===== src/sv/aisfe_pkg.sv =====
// ----------------------------------------------------------------------------
// aisfe_pkg
// Types and constants shared by the slot frame encoder modules.
// ----------------------------------------------------------------------------
package aisfe_pkg;

  localparam int          APB_AW            = 4;
  localparam int          RES_MAX           = 32;
  localparam int          RES_AW            = 5;

  localparam logic [15:0] CRC_POLY          = 16'h1021;
  localparam logic [15:0] CRC_SEED          = 16'hFFFF;
  localparam logic [2:0]  STUFF_LIMIT       = 3'd5;

  localparam logic [7:0]  TRAIN_PATTERN_RST = 8'h55;
  localparam logic [2:0]  TRAIN_COUNT_RST   = 3'd3;
  localparam logic [2:0]  TRAIN_COUNT_MAX   = 3'd4;
  localparam logic [7:0]  FLAG_PATTERN_RST  = 8'h7E;

  localparam logic [1:0]  REG_TRAIN_PATTERN = 2'd0;
  localparam logic [1:0]  REG_TRAIN_COUNT   = 2'd1;
  localparam logic [1:0]  REG_FLAG_PATTERN  = 2'd2;

  // one line bit from the framer to the line coder
  typedef struct packed {
    logic valid;
    logic lbit;
    logic nrzi;
  } line_bit_t;

  // one completed slot byte
  typedef struct packed {
    logic       valid;
    logic [7:0] data;
    logic       eos;
  } byte_ev_t;

endpackage


===== src/sv/ais_slot_frame_encoder_top.sv =====
// ----------------------------------------------------------------------------
// ais_slot_frame_encoder_top
// Builds a transmit slot of SLOT_BITS NRZI-coded bits from payload bytes.
//
// Input channel (in_*): one payload byte per transfer with first/last marks.
// Output channel (out_*): slot bytes, earliest bit in the MSB; end_of_slot
// marks the byte that completes the slot, overflow flags dropped frame bits.
// APB port: training pattern at 0x0, training count at 0x4, flag at 0x8.
// The framer places one line bit per cycle; a byte sends its 8 data bits
// and any stuffed zeros, then closes the step, and its results are read
// from the result buffer (up to 32 per byte, at most one per cycle).
// A first byte also sends the ramp, the training patterns and the start flag;
// a last byte also sends the CRC, the end flag and padding up to the slot end.
// Results of a byte are buffered and released when the byte is finished;
// the next byte is taken once every result has been read into the output
// register. A stalled receiver holds the output register and the buffer.
// Reset restores the default registers and starts with slot bit zero.
// ----------------------------------------------------------------------------
module ais_slot_frame_encoder_top
  import aisfe_pkg::*;
#(
  parameter int SLOT_BITS = 256,
  parameter int RAMP_BITS = 8
) (
  input  logic              clk,
  input  logic              rst_n,
  input  logic              psel,
  input  logic              penable,
  input  logic              pwrite,
  input  logic [APB_AW-1:0] paddr,
  input  logic [31:0]       pwdata,
  output logic [31:0]       prdata,
  output logic              pready,
  input  logic              in_valid,
  output logic              in_ready,
  input  logic [7:0]        in_payload_byte,
  input  logic              in_first_byte,
  input  logic              in_last_byte,
  output logic              out_valid,
  input  logic              out_ready,
  output logic [7:0]        out_slot_byte,
  output logic              out_end_of_slot,
  output logic              out_overflow
);

  logic [7:0]      tp_r,       tp_nxt;
  logic [2:0]      tc_r,       tc_nxt;
  logic [7:0]      fp_r,       fp_nxt;
  logic [RES_AW:0] wcnt_r,     wcnt_nxt;
  logic [RES_AW:0] rd_idx_r,   rd_idx_nxt;
  logic            drain_r,    drain_nxt;
  logic            out_vld_r,  out_vld_nxt;
  logic            step_ovf_r, step_ovf_nxt;
  logic            out_ovf_r,  out_ovf_nxt;

  logic            apb_wr;
  logic            start;
  logic            framer_idle;
  logic            step_done;
  logic            slot_clr;
  logic            slot_full;
  logic            overflow;
  line_bit_t       lb;
  byte_ev_t        ev;
  logic            wr_en;
  logic            rd_issue;
  logic [8:0]      rd_data;

  assign pready   = 1'b1;
  assign apb_wr   = psel && penable && pwrite && pready;
  assign in_ready = framer_idle && !drain_r;
  assign start    = in_valid && in_ready;

  always_comb begin
    tp_nxt = tp_r;
    tc_nxt = tc_r;
    fp_nxt = fp_r;
    if (apb_wr) begin
      unique case (paddr[3:2])
        REG_TRAIN_PATTERN: tp_nxt = pwdata[7:0];
        REG_TRAIN_COUNT:   tc_nxt = pwdata[2:0];
        REG_FLAG_PATTERN:  fp_nxt = pwdata[7:0];
        default: ;
      endcase
    end
  end

  always_comb begin
    unique case (paddr[3:2])
      REG_TRAIN_PATTERN: prdata = {24'h0, tp_r};
      REG_TRAIN_COUNT:   prdata = {29'h0, tc_r};
      REG_FLAG_PATTERN:  prdata = {24'h0, fp_r};
      default:           prdata = '0;
    endcase
  end

  aisfe_framer #(
    .RAMP_BITS (RAMP_BITS)
  ) u_framer (
    .clk           (clk),
    .rst_n         (rst_n),
    .start         (start),
    .payload       (in_payload_byte),
    .first         (in_first_byte),
    .last          (in_last_byte),
    .train_pattern (tp_r),
    .train_count   (tc_r),
    .flag_pattern  (fp_r),
    .slot_full     (slot_full),
    .idle          (framer_idle),
    .step_done     (step_done),
    .slot_clr      (slot_clr),
    .lb            (lb)
  );

  aisfe_line_coder #(
    .SLOT_BITS (SLOT_BITS)
  ) u_line_coder (
    .clk       (clk),
    .rst_n     (rst_n),
    .slot_clr  (slot_clr),
    .lb        (lb),
    .ev        (ev),
    .slot_full (slot_full),
    .overflow  (overflow)
  );

  // hold results of the current byte, drop those beyond the buffer depth
  always_comb begin
    wr_en        = ev.valid && !wcnt_r[RES_AW];
    rd_issue     = drain_r && (rd_idx_r != wcnt_r) && (!out_vld_r || out_ready);
    wcnt_nxt     = wcnt_r + {{RES_AW{1'b0}}, wr_en};
    rd_idx_nxt   = rd_idx_r;
    drain_nxt    = drain_r;
    step_ovf_nxt = step_ovf_r;
    if (step_done) begin
      drain_nxt    = 1'b1;
      step_ovf_nxt = overflow;
    end
    if (drain_r && (rd_idx_r == wcnt_r)) begin
      drain_nxt  = 1'b0;
      rd_idx_nxt = '0;
      wcnt_nxt   = '0;
    end else if (rd_issue) begin
      rd_idx_nxt = rd_idx_r + (RES_AW + 1)'(1);
    end
    out_vld_nxt = rd_issue ? 1'b1 : (out_vld_r && !out_ready);
    out_ovf_nxt = rd_issue ? step_ovf_r : out_ovf_r;
  end

  aisfe_ram #(
    .WIDTH (9),
    .DEPTH (RES_MAX)
  ) u_res_ram (
    .clk     (clk),
    .wr_en   (wr_en),
    .wr_addr (wcnt_r[RES_AW-1:0]),
    .wr_data ({ev.eos, ev.data}),
    .rd_en   (rd_issue),
    .rd_addr (rd_idx_r[RES_AW-1:0]),
    .rd_data (rd_data)
  );

  always_ff @(posedge clk) begin
    if (!rst_n) begin
      tp_r       <= TRAIN_PATTERN_RST;
      tc_r       <= TRAIN_COUNT_RST;
      fp_r       <= FLAG_PATTERN_RST;
      wcnt_r     <= '0;
      rd_idx_r   <= '0;
      drain_r    <= 1'b0;
      out_vld_r  <= 1'b0;
      step_ovf_r <= 1'b0;
      out_ovf_r  <= 1'b0;
    end else begin
      tp_r       <= tp_nxt;
      tc_r       <= tc_nxt;
      fp_r       <= fp_nxt;
      wcnt_r     <= wcnt_nxt;
      rd_idx_r   <= rd_idx_nxt;
      drain_r    <= drain_nxt;
      out_vld_r  <= out_vld_nxt;
      step_ovf_r <= step_ovf_nxt;
      out_ovf_r  <= out_ovf_nxt;
    end
  end

  assign out_valid       = out_vld_r;
  assign out_slot_byte   = rd_data[7:0];
  assign out_end_of_slot = rd_data[8];
  assign out_overflow    = out_ovf_r;

  a_rd_le_wr: assert property (@(posedge clk) disable iff (!rst_n)
    (rd_idx_r <= wcnt_r) && (wcnt_r <= (RES_AW + 1)'(RES_MAX)))
    else $error("result buffer read index ahead of write count");

  a_busy_after_start: assert property (@(posedge clk) disable iff (!rst_n)
    start |=> !in_ready)
    else $error("input taken again before byte finished");

  a_drain_after_done: assert property (@(posedge clk) disable iff (!rst_n)
    step_done |=> drain_r)
    else $error("byte finished without result release");

  a_no_write_in_drain: assert property (@(posedge clk) disable iff (!rst_n)
    ev.valid |-> !drain_r)
    else $error("slot byte produced while results are released");

endmodule


===== src/sv/aisfe_ram.sv =====
// ----------------------------------------------------------------------------
// aisfe_ram
// Generic single-write, single-read RAM with registered read data.
// ----------------------------------------------------------------------------
module aisfe_ram #(
  parameter int WIDTH = 9,
  parameter int DEPTH = 32
) (
  input  logic                     clk,
  input  logic                     wr_en,
  input  logic [$clog2(DEPTH)-1:0] wr_addr,
  input  logic [WIDTH-1:0]         wr_data,
  input  logic                     rd_en,
  input  logic [$clog2(DEPTH)-1:0] rd_addr,
  output logic [WIDTH-1:0]         rd_data
);

  logic [WIDTH-1:0] mem [DEPTH];
  logic [WIDTH-1:0] rd_data_r;

  always_ff @(posedge clk) begin
    if (wr_en) begin
      mem[wr_addr] <= wr_data;
    end
    if (rd_en) begin
      rd_data_r <= mem[rd_addr];
    end
  end

  assign rd_data = rd_data_r;

endmodule


===== src/sv/aisfe_line_coder.sv =====
// ----------------------------------------------------------------------------
// aisfe_line_coder
// NRZI coding, MSB-first byte packing and slot bit accounting.
// ----------------------------------------------------------------------------
module aisfe_line_coder
  import aisfe_pkg::*;
#(
  parameter int SLOT_BITS = 256
) (
  input  logic      clk,
  input  logic      rst_n,
  input  logic      slot_clr,
  input  line_bit_t lb,
  output byte_ev_t  ev,
  output logic      slot_full,
  output logic      overflow
);

  localparam int SLOT_W = $clog2(SLOT_BITS + 1);

  logic              lvl_r,  lvl_nxt;
  logic [7:0]        sh_r,   sh_nxt;
  logic [2:0]        cnt_r,  cnt_nxt;
  logic [SLOT_W-1:0] slot_r, slot_nxt;
  logic              ovf_r,  ovf_nxt;
  byte_ev_t          ev_r,   ev_nxt;
  logic              lvl_new;
  logic              line;
  logic [7:0]        sh_new;
  logic              eos;

  assign slot_full = (slot_r == SLOT_W'(SLOT_BITS));

  always_comb begin
    lvl_nxt      = lvl_r;
    sh_nxt       = sh_r;
    cnt_nxt      = cnt_r;
    slot_nxt     = slot_r;
    ovf_nxt      = ovf_r;
    ev_nxt       = ev_r;
    ev_nxt.valid = 1'b0;
    lvl_new      = lb.nrzi ? (lb.lbit ? lvl_r : ~lvl_r) : lvl_r;
    line         = lb.nrzi ? lvl_new : lb.lbit;
    sh_new       = {sh_r[6:0], line};
    eos          = (slot_r == SLOT_W'(SLOT_BITS - 1));
    if (slot_clr) begin
      lvl_nxt  = 1'b0;
      cnt_nxt  = '0;
      slot_nxt = '0;
      ovf_nxt  = 1'b0;
    end else if (lb.valid) begin
      lvl_nxt = lvl_new;
      if (slot_full) begin
        ovf_nxt = 1'b1;
      end else begin
        sh_nxt   = sh_new;
        slot_nxt = slot_r + SLOT_W'(1);
        if (cnt_r == 3'd7 || eos) begin
          ev_nxt.valid = 1'b1;
          ev_nxt.data  = sh_new << (3'd7 - cnt_r);
          ev_nxt.eos   = eos;
          cnt_nxt      = '0;
        end else begin
          cnt_nxt = cnt_r + 3'd1;
        end
      end
    end
  end

  always_ff @(posedge clk) begin
    if (!rst_n) begin
      lvl_r  <= 1'b0;
      cnt_r  <= '0;
      slot_r <= '0;
      ovf_r  <= 1'b0;
      ev_r   <= '0;
    end else begin
      lvl_r  <= lvl_nxt;
      cnt_r  <= cnt_nxt;
      slot_r <= slot_nxt;
      ovf_r  <= ovf_nxt;
      ev_r   <= ev_nxt;
    end
  end

  always_ff @(posedge clk) begin
    sh_r <= sh_nxt;
  end

  assign ev       = ev_r;
  assign overflow = ovf_r;

endmodule


===== src/sv/aisfe_framer.sv =====
// ----------------------------------------------------------------------------
// aisfe_framer
// Frame sequencer: ramp, training, flags, payload, CRC and padding, one bit
// per cycle from a 16-bit shift register, with zero stuffing and CRC-16.
// ----------------------------------------------------------------------------
module aisfe_framer
  import aisfe_pkg::*;
#(
  parameter int RAMP_BITS = 8
) (
  input  logic       clk,
  input  logic       rst_n,
  input  logic       start,
  input  logic [7:0] payload,
  input  logic       first,
  input  logic       last,
  input  logic [7:0] train_pattern,
  input  logic [2:0] train_count,
  input  logic [7:0] flag_pattern,
  input  logic       slot_full,
  output logic       idle,
  output logic       step_done,
  output logic       slot_clr,
  output line_bit_t  lb
);

  localparam int CNT_MAX   = (RAMP_BITS > 16) ? RAMP_BITS : 16;
  localparam int CNT_W     = $clog2(CNT_MAX);
  localparam int RAMP_LAST = (RAMP_BITS > 0) ? RAMP_BITS - 1 : 0;

  typedef enum logic [3:0] {
    ST_IDLE, ST_RAMP, ST_TRAIN, ST_SFLAG, ST_DATA, ST_CRC, ST_EFLAG, ST_PAD, ST_DONE
  } state_t;

  state_t           state_r, state_nxt;
  state_t           hdr_state;
  logic [15:0]      sh_r,    sh_nxt;
  logic [15:0]      hdr_sh;
  logic [CNT_W-1:0] cnt_r,   cnt_nxt;
  logic [2:0]       tcnt_r,  tcnt_nxt;
  logic [2:0]       ones_r,  ones_nxt;
  logic             stuff_r, stuff_nxt;
  logic             end_r,   end_nxt;
  logic             last_r,  last_nxt;
  logic [7:0]       pay_r,   pay_nxt;
  logic [15:0]      crc_r,   crc_nxt;
  logic [7:0]       pay_rev;
  logic [2:0]       tc_sat;
  logic             fb;
  logic             phase_end;

  assign idle = (state_r == ST_IDLE);

  always_comb begin
    for (int i = 0; i < 8; i++) begin
      pay_rev[i] = payload[7-i];
    end
    tc_sat    = (train_count > TRAIN_COUNT_MAX) ? TRAIN_COUNT_MAX : train_count;
    hdr_state = (tc_sat != 3'd0) ? ST_TRAIN : ST_SFLAG;
    hdr_sh    = (tc_sat != 3'd0) ? {train_pattern, 8'h00} : {flag_pattern, 8'h00};
    fb        = crc_r[15] ^ sh_r[15];

    state_nxt = state_r;
    sh_nxt    = sh_r;
    cnt_nxt   = cnt_r;
    tcnt_nxt  = tcnt_r;
    ones_nxt  = ones_r;
    stuff_nxt = stuff_r;
    end_nxt   = end_r;
    last_nxt  = last_r;
    pay_nxt   = pay_r;
    crc_nxt   = crc_r;
    lb        = '0;
    slot_clr  = 1'b0;
    step_done = 1'b0;
    phase_end = 1'b0;

    unique case (state_r) inside
      ST_IDLE: begin
        if (start) begin
          pay_nxt  = pay_rev;
          last_nxt = last;
          cnt_nxt  = '0;
          if (first) begin
            slot_clr  = 1'b1;
            crc_nxt   = CRC_SEED;
            ones_nxt  = '0;
            stuff_nxt = 1'b0;
            end_nxt   = 1'b0;
            tcnt_nxt  = '0;
            if (RAMP_BITS > 0) begin
              state_nxt = ST_RAMP;
            end else begin
              state_nxt = hdr_state;
              sh_nxt    = hdr_sh;
            end
          end else begin
            sh_nxt    = {pay_rev, 8'h00};
            state_nxt = ST_DATA;
          end
        end
      end
      ST_RAMP: begin
        lb.valid = 1'b1;
        cnt_nxt  = cnt_r + CNT_W'(1);
        if (cnt_r == CNT_W'(RAMP_LAST)) begin
          cnt_nxt   = '0;
          state_nxt = hdr_state;
          sh_nxt    = hdr_sh;
        end
      end
      ST_TRAIN, ST_SFLAG, ST_EFLAG: begin
        lb.valid = 1'b1;
        lb.nrzi  = 1'b1;
        lb.lbit  = sh_r[15];
        sh_nxt   = {sh_r[14:0], 1'b0};
        cnt_nxt  = cnt_r + CNT_W'(1);
        if (cnt_r == CNT_W'(7)) begin
          cnt_nxt = '0;
          if (state_r == ST_TRAIN) begin
            tcnt_nxt = tcnt_r + 3'd1;
            if ((tcnt_r + 3'd1) == tc_sat) begin
              state_nxt = ST_SFLAG;
              sh_nxt    = {flag_pattern, 8'h00};
            end else begin
              sh_nxt = {train_pattern, 8'h00};
            end
          end else if (state_r == ST_SFLAG) begin
            state_nxt = ST_DATA;
            sh_nxt    = {pay_r, 8'h00};
          end else begin
            state_nxt = ST_PAD;
            crc_nxt   = CRC_SEED;
          end
        end
      end
      ST_DATA, ST_CRC: begin
        lb.valid = 1'b1;
        lb.nrzi  = 1'b1;
        lb.lbit  = stuff_r ? 1'b0 : sh_r[15];
        if (stuff_r) begin
          stuff_nxt = 1'b0;
          end_nxt   = 1'b0;
          phase_end = end_r;
        end else begin
          sh_nxt  = {sh_r[14:0], 1'b0};
          cnt_nxt = cnt_r + CNT_W'(1);
          if (state_r == ST_DATA) begin
            crc_nxt = {crc_r[14:0], 1'b0} ^ (fb ? CRC_POLY : 16'h0000);
          end
          if (sh_r[15]) begin
            if (ones_r == STUFF_LIMIT - 3'd1) begin
              ones_nxt  = '0;
              stuff_nxt = 1'b1;
            end else begin
              ones_nxt = ones_r + 3'd1;
            end
          end else begin
            ones_nxt = '0;
          end
          if (cnt_r == ((state_r == ST_DATA) ? CNT_W'(7) : CNT_W'(15))) begin
            if (stuff_nxt) begin
              end_nxt = 1'b1;
            end else begin
              phase_end = 1'b1;
            end
          end
        end
        if (phase_end) begin
          cnt_nxt = '0;
          if (state_r == ST_CRC) begin
            ones_nxt  = '0;
            sh_nxt    = {flag_pattern, 8'h00};
            state_nxt = ST_EFLAG;
          end else if (last_r) begin
            sh_nxt    = ~crc_nxt;
            state_nxt = ST_CRC;
          end else begin
            state_nxt = ST_DONE;
          end
        end
      end
      ST_PAD: begin
        if (slot_full) begin
          state_nxt = ST_DONE;
        end else begin
          lb.valid = 1'b1;
          lb.nrzi  = 1'b1;
        end
      end
      ST_DONE: begin
        step_done = 1'b1;
        state_nxt = ST_IDLE;
      end
      default: begin
        state_nxt = ST_IDLE;
      end
    endcase
  end

  always_ff @(posedge clk) begin
    if (!rst_n) begin
      state_r <= ST_IDLE;
      sh_r    <= '0;
      cnt_r   <= '0;
      tcnt_r  <= '0;
      ones_r  <= '0;
      stuff_r <= 1'b0;
      end_r   <= 1'b0;
      last_r  <= 1'b0;
      pay_r   <= '0;
      crc_r   <= CRC_SEED;
    end else begin
      state_r <= state_nxt;
      sh_r    <= sh_nxt;
      cnt_r   <= cnt_nxt;
      tcnt_r  <= tcnt_nxt;
      ones_r  <= ones_nxt;
      stuff_r <= stuff_nxt;
      end_r   <= end_nxt;
      last_r  <= last_nxt;
      pay_r   <= pay_nxt;
      crc_r   <= crc_nxt;
    end
  end

endmodule

===== config.mk =====
export PLATFORM = sky130hd
export DESIGN_NAME = ais_slot_frame_encoder_top
export DESIGN_NICKNAME = d
export VERILOG_FILES = /design/src/sv/aisfe_pkg.sv /design/src/sv/ais_slot_frame_encoder_top.sv /design/src/sv/aisfe_ram.sv /design/src/sv/aisfe_line_coder.sv /design/src/sv/aisfe_framer.sv
export SDC_FILE = /design/constraint.sdc
export NUM_CORES = 1
export LEC_CHECK = 0
export BUFFER_PORTS_ARGS = -buffer_cell sky130_fd_sc_hd__buf_2
export CORE_UTILIZATION = 60
export DETAILED_ROUTE_END_ITERATION = 8
export HOLD_SLACK_MARGIN = 0.12
export PLACE_DENSITY = 0.8
export SETUP_SLACK_MARGIN = 0.15
export SLEW_MARGIN = 20
export SYNTH_ARGS = -nofsm -noshare
export SYNTH_HDL_FRONTEND = slang
export SYNTH_SLANG_ARGS = --single-unit

===== constraint.sdc =====
create_clock -name clk -period 2.9 [get_ports clk]
set_input_delay 0.29 -clock clk [delete_from_list [all_inputs] [get_ports clk]]
set_output_delay 0.29 -clock clk [all_outputs]
set_load 0.03 [all_outputs]

## After elaboration in Yosys (flattened, before gate mapping)

Memories as Yosys holds them, arrays and structs flattened. A register that Yosys moved wholly into a read port is not among the register bits.
Index checks and enable logic that the tools add are counted.

| storage, ports and cells | value |
|---|---|
| word-level logic and storage cells | 213 |
| input port bits | 53 |
| memories kept | 1 |
| output and inout bits | 45 |
| register bits | 123 |
| RAM bits | 288 |

Memory list:

| name | words | bits a word | read ports | clocked after Yosys merged registers in | write ports | line | source |
|---|---|---|---|---|---|---|---|
| u_res_ram.mem | 32 | 9 | 1 | 1 | 1 | aisfe_ram.sv:18 | `logic [WIDTH-1:0] mem [DEPTH];` |

| cells by class | value |
|---|---|
| bitwise operators | 8 |
| eq/ne operators | 33 |
| add/subtract/negate cells | 8 |
| muxes and demuxes | 88 |
| order comparisons | 1 |
| shifts and indexed selects | 1 |
| reduce and logical (&&, ||, !) cells | 46 |

Operator list:

| cell | number |
|---|---|
| $mux 16 | 20 |
| $pmux 16 s4 | 1 |
| $mux 4 | 14 |
| $pmux 16 s3 | 1 |
| $mux 3 | 12 |
| $mux 1 | 27 |
| $pmux 8 s3 | 1 |
| $eq 4x3->1 const B | 5 |
| $pmux 4 s5 | 1 |
| $not 16->16 | 1 |
| $xor 16x16->16 | 1 |
| $ne 2x2->1 const B | 7 |
| $mux 13 | 1 |
| $pmux 3 s2 | 2 |
| $pmux 4 s3 | 1 |
| $reduce_and 2->1 | 6 |
| $reduce_and 6->1 | 2 |
| $mux 10 | 1 |
| $pmux 1 s2 | 5 |
| $reduce_and 5->1 | 2 |
| $add 3x1->3 const B | 3 |
| $add 9x1->9 const B | 1 |
| $eq 9x8->1 const B | 1 |
| $eq 9x9->1 const B | 1 |
| other kinds (38) | 68 |

## Depth between registers and ports, before layout

Gate-level depths: netlist of the first run.

| logic depth | value |
|---|---|
| depth after elaboration | 11 |
| mapped depth | 9 |
| mapped depth without buffers | 8 |

## Modules after synthesis

Synthesis of the first run repeated with hierarchy kept, for this count alone.

| unflattened totals | value |
|---|---|
| cells, all modules | 1349 |
| area total of the unflattened synthesis | 18771.8 µm² |

Modules (own cells, without submodules):

| module | cells each | area each (µm²) | times used | seq. area each (µm²) |
|---|---|---|---|---|
| aisfe_ram | 463 | 11372.2 | 1 | 8918.6 |
| aisfe_framer | 496 | 3892.5 | 1 | 1141.1 |
| ais_slot_frame_encoder_top | 220 | 1938.1 | 1 | 700.7 |
| aisfe_line_coder | 170 | 1569.0 | 1 | 690.7 |

## Worst setup path after synthesis of the first run

OpenSTA, ideal clock, no wires.

| timing path | value |
|---|---|
| path kind | reg-to-reg |
| from | register rd_idx_r[0] |
| to | register u_res_ram.rd_data_r[0], in the netlist u_res_ram.rd_data[0] (read register of u_res_ram.mem), data pin |
| buffers on the path | 1 |
| data arrival time | 2141 ps |
| required time | 2640 ps |
| path slack | 499 ps |
| library setup time | 260 ps |
| clock period less this slack | 2401 ps |
| cell stages (with the launch flop) | 5 |
| path through | dfxtp_1 -> buf_1 -> mux4_2 -> mux4_2 -> mux2_2 |

| between the ends | value |
|---|---|
| cells in the longest elaborated chain, start to end | 3 |

RTL lines:

| what | line | source |
|---|---|---|
| from (decl) | ais_slot_frame_encoder_top.sv:50 | `logic [RES_AW:0] rd_idx_r, rd_idx_nxt;` |
| from (signal assigned) | ais_slot_frame_encoder_top.sv:180 | `rd_idx_r <= rd_idx_nxt;` |
| $ne 6x6->1 | ais_slot_frame_encoder_top.sv:131 | `rd_issue = drain_r && (rd_idx_r != wcnt_r) && (!out_vld_r \|\| out_ready);` |
| $logic_and 1x1->1 (2 in a row) | ais_slot_frame_encoder_top.sv:131 |  |
| to (decl) | aisfe_ram.sv:19 | `logic [WIDTH-1:0] rd_data_r;` |

Several ways; a longest one is shown, not always the timed one.
A chain may end at the register's enable or synchronous reset.

## Worst setup path in the final report of the first run

| timing path | value |
|---|---|
| from | register rd_idx_r[0] |
| to | register u_res_ram.rd_data_r[3], in the netlist u_res_ram.rd_data[3] (read register of u_res_ram.mem), data pin |

The elaborated chain is that of the path after synthesis.

==> results of run 1 <==
## flip-flops by register name, summed over array words and instances, names as in the netlist, 3 cells and up
name and cells:
u_framer.ones_r 3, u_framer.state_r 4, u_line_coder.cnt_r 3, u_line_coder.slot_r 9
u_res_ram.rd_data 9, tc_r 3, u_framer.pay_r 8, u_framer.sh_r 16
u_res_ram.mem 288, u_framer.cnt_r 4, tp_r 8, wcnt_r 6
u_line_coder.sh_r 7, u_framer.crc_r 16, fp_r 8, rd_idx_r 6
u_line_coder.ev 10, u_framer.tcnt_r 3
## cells by family (layout without fill, tap and decap cells)
| logic type | count (synthesis) | in the layout | synth area share |
|---|---|---|---|
| mux | 152 | 152 | 0.144 |
| buf+inv | 116 | 229 | 0.0326 |
| flops | 420 | 420 | 0.619 |
| compound gates | 191 | 191 | 0.0761 |
| other cells | 2 | 25 | 0.000406 |
| fa+ha+maj | 12 | 12 | 0.00811 |
| xor+xnor | 32 | 32 | 0.0166 |
| simple gates | 398 | 398 | 0.104 |
## synth_stat cells (12+ instances only)
master	instances
edfxtp_1	304
nand2_1	144
dfxtp_1	116
nor2_1	109
mux4_2	90
mux2i_1	52
nand3_1	47
clkbuf_1	41
a21oi_1	32
buf_4	27
o21ai_0	25
o221ai_1	24
xor2_1	20
nor2b_1	19
buf_2	17
a21boi_0	14
inv_1	14
ha_1	12
## power by group
group          leakage [nW]  total (mW)  switching [mW]  internal [mW]
Sequential             3.81        6.78           0.220           6.56
Combinational          2.60        2.10            1.30          0.802
Clock                 0.654        5.29            2.25           3.03
Total                  7.06        14.2            3.77           10.4
## worst min-delay path, stage by stage
cell	delay (ns)
buf_2	0.20
nand3_1	0.12
nand3_1	0.07
## worst min-delay path by stage
stage                               from  slack, ns  cells past startpoint                   end
floorplan                      pwdata[2]       0.41                      2               fp_r[2]
global placement    u_line_coder.sh_r[5]       0.43                      0  u_line_coder.sh_r[6]
detailed placement  u_line_coder.sh_r[5]       0.45                      0  u_line_coder.sh_r[6]
CTS                             paddr[2]       0.17                      3               tc_r[0]
global route                    paddr[2]       0.21                      3               tc_r[0]
finish                          paddr[2]       0.19                      3               tc_r[0]
## through the flow
step	hold slack, ns	power [mW]	cells	area (µm²)
5_1_grt	0.212	14.7	1849	21000
3_5_place_dp	0.452	8.95	1753	19400
3_3_place_gp	0.434	8.90	1753	19400
6_report	0.194	14.2	1849	21000
2_1_floorplan	0.414	8.43	1346	18600
4_1_cts	0.170	14.2	1849	20900
## what timing repair did
action,CTS,global route
resized for setup,0,1
hold endpoints to repair,29,0
hold buffers,18,0
endpoints found under the setup margin,0,1
## layer usage
metal	share of wire	routed length, µm	track usage
met5	0	0	0
met4	0.036	1490	0.110
met3	0.067	2750	0.0458
met2	0.49	20100	0.447
met1	0.40	16400	0.347
## final cells by class
class / instances / area (µm²)
clock inverter: 24 / 220
clock buffer: 54 / 1130
tap: 390 / 488
timing repair buffer: 137 / 1050
sequential: 420 / 11500
inverter: 14 / 52.6
multi-input combinational: 810 / 6550
fill: 1963 / 9000
==> flow_summary_export.csv, run 1 <==
group,metric,value,unit
cts,h-tree-depth,2,
critical_path,crit_type,"reg2reg",
grt,track_usage,0.268,
synthesis,syn_area,18500,µm²
hold_path,min_path_type,"in2reg",
critical_path,crit_path_max_incr_delay,0.60,ns
layout,final_nets,1490,
cts,cts-buffers-inserted,42,
critical_path,rrSetupSlack,0.41,ns
critical_path,rr_endpoint,"u_res_ram.rd_data[3]",
layout,final_core_util,0.700,
synthesis,async_flop_share,0,
layout,drive_above_1_share,0.219,
sta,grt_setup_unrepaired,"no",
status,outcome,"finished, final reports clean",
grt,grt_pass1_vias,11500,
cts,path_clk_slew,0.06,ns
floorplanning,row_count,63,
cts,insertion_delay,0.55,ns
sta,period_minus_slack,2.49,ns
route,routed_wl,40.8,mm
critical_path,critPathRequiredTime,3.19,ns
cts,cts-root-buf,"clkbuf_16",
synthesis,synth_seq_area_share,0.619,
critical_path,r2r_start,"rd_idx_r[0]",
run,maxCapViolCount,0,
cts,cts.sinks,420,
placement,pre_cts_ws,0.441,ns
placement,io_buffers,46,
route,first_pass_iters,5,
cts,postCtsSetupRepairBufs,0,
critical_path,path_cells,"buf_12 > mux4_2 > mux4_2 > mux2_2",
sta,tightest_slew,0.963,ns
critical_path,crit_top_cell,"mux4_2",
sta,tns,0,ns
critical_path,critPathTopFamily,"multiplexers",
floorplanning,dieWidth,178,µm
route,vias,11500,
synthesis,syn_inst,1323,
sta,setup_viol,0,
critical_path,crit_start,"rd_idx_r[0]",
synthesis,ys_types,81,
route,ant_nets,0,
sta,finalCritPeriodShare,0.859,
route,drt_iter0_markers,1104,
grt,grt_max_degree,40,
critical_path,reg2reg_depth,4,
layout,diodes,0,
layout,mostFrequentLayoutCell,"edfxtp_1",
floorplanning,die_area,31500,µm²
sta,max-slew-margin-rel,0.356,
cts,cts_tree,"done",
synthesis,synth_area_leaders,"edfxtp_1 (49%), dfxtp_1 (13%), mux4_2 (11%), nand2_1 (2.9%), mux2i_1 (2.8%)",
synthesis,yosys_warnings,0,
synthesis,synth_top_cell_by_area,"edfxtp_1",
sta,finClkSkew,0.0206,ns
critical_path,endpoint,"u_res_ram.rd_data[3]",
grt,antenna_found_initial,0,
grt,grt_overflow,0,
sta,drv_slew,0,
critical_path,cpMaxStageDelayCell,"dfxtp_4",
synthesis,synth_edf_count,304,
route,drc_errors,0,
synthesis,avgSynthCellArea,14.0,µm²
route,vias_per_cell,6.23,
critical_path,worstSetupStartpointType,"register",
critical_path,path_max_fanout,16,
pwr,vdd_drop_max,0.576,mV
pwr,p_leak,7.06,nW
sta,hold_violations,0,
grt,grt_first_pass_wirelength,63.8,mm
critical_path,cp_num_buf_inv,1,
floorplanning,core_area,30000,µm²
critical_path,cp-end-kind,"register",
layout,syn_to_final_growth,13.2,%
sta,setup_slack,0.408,ns
floorplanning,die_y,178,µm
cts,clock_path_buffers,3,
pwr,p_per_area,676,nW/µm²
floorplanning,start_util,0.618,
synthesis,ys_ff_latch,420,
layout,final_cell_mix,"edfxtp_1 (304), nand2_1 (144), nor2_1 (109)",
route,wl_per_cell,22.1,µm
synthesis,synth_top_area_share,0.493,
floorplanning,io_pins,98,
critical_path,crit_arrival,2.78,ns
placement,dp_hpwl,25.8,mm
critical_path,cp_num_cells,4,
sta,fmax,0.401,GHz
synthesis,synthFlopType,"edfxtp_1",
placement,gp_congestion,0.878,
Note: power is estimated with default switching activity, not from simulation.
==> run 2: changes to the inputs <==
--- a/config.mk
+++ b/config.mk
@@ -8,6 +8,8 @@
 export BUFFER_PORTS_ARGS = -buffer_cell sky130_fd_sc_hd__buf_2
 export CORE_UTILIZATION = 60
 export DETAILED_ROUTE_END_ITERATION = 8
+export GPL_ROUTABILITY_DRIVEN = 0
+export GPL_TIMING_DRIVEN = 0
 export HOLD_SLACK_MARGIN = 0.12
 export PLACE_DENSITY = 0.8
 export SETUP_SLACK_MARGIN = 0.15
==> constraint.sdc (replaced) <==
create_clock -name clk -period 2.9 [get_ports clk]
set_input_delay 0.29 -clock clk [delete_from_list [all_inputs] [get_ports clk]]
set_output_delay 0.29 -clock clk [all_outputs]
set_load 0.05 [all_outputs]
==> run 2 against run 1 <==
  * Worst setup slack lost 0.25 ns
  * Via count grew 2.1%
  * Largest cell class unchanged
  * Clock power shrank 2%
  * Register-to-register slack lost 0.25 ns
  * Flip-flop and latch count is the same
  * Count of clock-buffer cells in the layout shrank 9
  * Clock skew grew 0.0068 ns
  * Routed wire length grew 4.7%
  * Critical path depth grew 1
  * Non-clock buffer count grew 31
==> flow_summary_export.csv, run 2 (synthesized netlist as in run 1, its figures left out) <==
group,metric,value,unit
cts,cts.sinks,420,
critical_path,critPathRequiredTime,3.18,ns
route,drc_errors,0,
pwr,p_leak,7.00,nW
cts,path_clk_slew,0.06,ns
grt,track_usage,0.279,
layout,largest_reg_flops,288,
sta,grt_setup_unrepaired,"no",
sta,setup_viol,0,
run,maxCapViolCount,0,
hold_path,min_path_type,"in2reg",
critical_path,worstSetupStartpointType,"register",
cts,cts_tree,"done",
grt,grt_max_degree,34,
floorplanning,die_y,178,µm
route,wl_per_cell,22.8,µm
sta,tightest_slew,0.941,ns
sta,period_minus_slack,2.74,ns
route,ant_nets,0,
route,vias,11800,
grt,grt_first_pass_wirelength,66.1,mm
grt,antenna_found_initial,0,
sta,hold_violations,0,
critical_path,crit_type,"reg2reg",
layout,largest_register,"u_res_ram.mem",
cts,cts-root-buf,"clkbuf_16",
cts,cts-buffers-inserted,41,
floorplanning,row_count,63,
sta,fmax,0.364,GHz
status,outcome,"finished, final reports clean",
sta,hold_ws,0.141,ns
floorplanning,dieWidth,178,µm
placement,io_buffers,45,
layout,fin_cells,1878,
pwr,vdd_drop_max,0.541,mV
route,first_pass_iters,6,
layout,reg.largest.list,"u_res_ram.mem (288), u_framer.crc_r (16), u_framer.sh_r (16)",
sta,drv_slew,0,
grt,grt_overflow,0,
layout,drive_above_1_share,0.201,
route,routed_wl,42.7,mm
layout,final_nets,1520,
floorplanning,die_area,31500,µm²
cts,insertion_delay,0.55,ns
grt,grt_pass1_vias,11500,
route,vias_per_cell,6.26,
pwr,p_per_area,676,nW/µm²
sta,finalCritPeriodShare,0.946,
layout,syn_to_final_growth,12.8,%
layout,final_cell_mix,"edfxtp_1 (304), nand2_1 (144), nor2_1 (109)",
route,drt_iter0_markers,1129,
sta,max-slew-margin-rel,0.371,
placement,placed_cells,1781,
placement,dp_hpwl,28.0,mm
floorplanning,start_util,0.618,
critical_path,cp-end-kind,"register",
cts,h-tree-depth,2,
critical_path,path_max_fanout,10,
critical_path,crit_arrival,3.03,ns
floorplanning,core_area,30000,µm²
sta,finClkSkew,0.0274,ns
layout,diodes,0,
cts,clock_path_buffers,3,
layout,mostFrequentLayoutCell,"edfxtp_1",
floorplanning,io_pins,98,
run 2: cell count changes in the layout (fill, tap and decap cells not counted), moves of 2 or more:
cell             before  now
clkinv_1              8   18
clkinv_4              2    0
buf_6                 0    6
dfxtp_4               2    0
buf_2                46   66
clkbuf_1             10   41
clkdlybuf4s15_2       0    2
buf_4                66   29
clkbuf_2              0    3
clkinv_8              2    0
buf_12                7    1
buf_1                 0    5
run 2: power breakdown:
group / switching [mW] / internal [mW] / leakage, nW / total (mW)
Sequential: 0.163 / 6.56 / 3.81 / 6.72
Combinational: 1.45 / 0.770 / 2.56 / 2.22
Clock: 2.25 / 2.92 / 0.631 / 5.17
run 2: cell type report:
cell class | count | area (µm²)
Fill cell | 1969 | 9090
Inverter | 14 | 52.6
Tap cell | 390 | 488
Clock inverter | 31 | 241
Sequential cell | 420 | 11500
Clock buffer | 45 | 1060
Buffer | 102 | 574
Timing Repair Buffer | 66 | 440
Multi-Input combinational cell | 810 | 6540
run 2: through the flow:
| step | utilization | setup WS, ns | total power, mW | area, µm² | setup TNS (ns) |
|---|---|---|---|---|---|
| 3_5_place_dp | 0.644 | -0.312 | 9.01 | 19300 | -2.33 |
| 2_1_floorplan | - | 0.499 | 8.48 | 18600 | 0 |
| 5_1_grt | 0.697 | 0.162 | 14.6 | 20900 | 0 |
| 4_1_cts | 0.695 | 0.199 | 14.1 | 20800 | 0 |
| 6_report | 0.697 | 0.156 | 14.1 | 20900 | 0 |
| 3_3_place_gp | 0.644 | -0.182 | 8.97 | 19300 | -1.37 |
run 2: path summary, 6_finish.rpt:
path | startpoint | endpoint | slack [ns] | cells past startpoint
worst max-delay path | rd_idx_r[1] | u_res_ram.rd_data[0] | 0.16 | 5
worst min-delay path | rst_n | u_line_coder.lvl_r | 0.14 | 3
worst max register to register | rd_idx_r[1] | u_res_ram.rd_data[0] | 0.16 | 5
worst min register to register | u_line_coder.sh_r[5] | u_line_coder.sh_r[6] | 0.46 | 0
run 2: critical path, stage by stage, from the launching register on:
cell	delay, ns
dfxtp_1	0.46
clkbuf_2	0.36
buf_2	0.40
mux4_2	0.41
mux4_2	0.55
mux2_2	0.30
run 2: what timing repair did:
item | in CTS | in global routing
pin swaps | 0 | 1
buffers inserted | 0 | 3
hold endpoints to repair | 29 | 0
setup endpoints to repair | 20 | 4
hold buffers | 18 | 0
gates resized for setup | 12 | 0
run 2: layer usage:
metal,vias to the layer above,part of all wire,track usage
met5,-,0,0
met4,0,0.034,0.110
li1,5285,-,-
met2,574,0.50,0.467
met1,5790,0.40,0.363
met3,102,0.073,0.0497
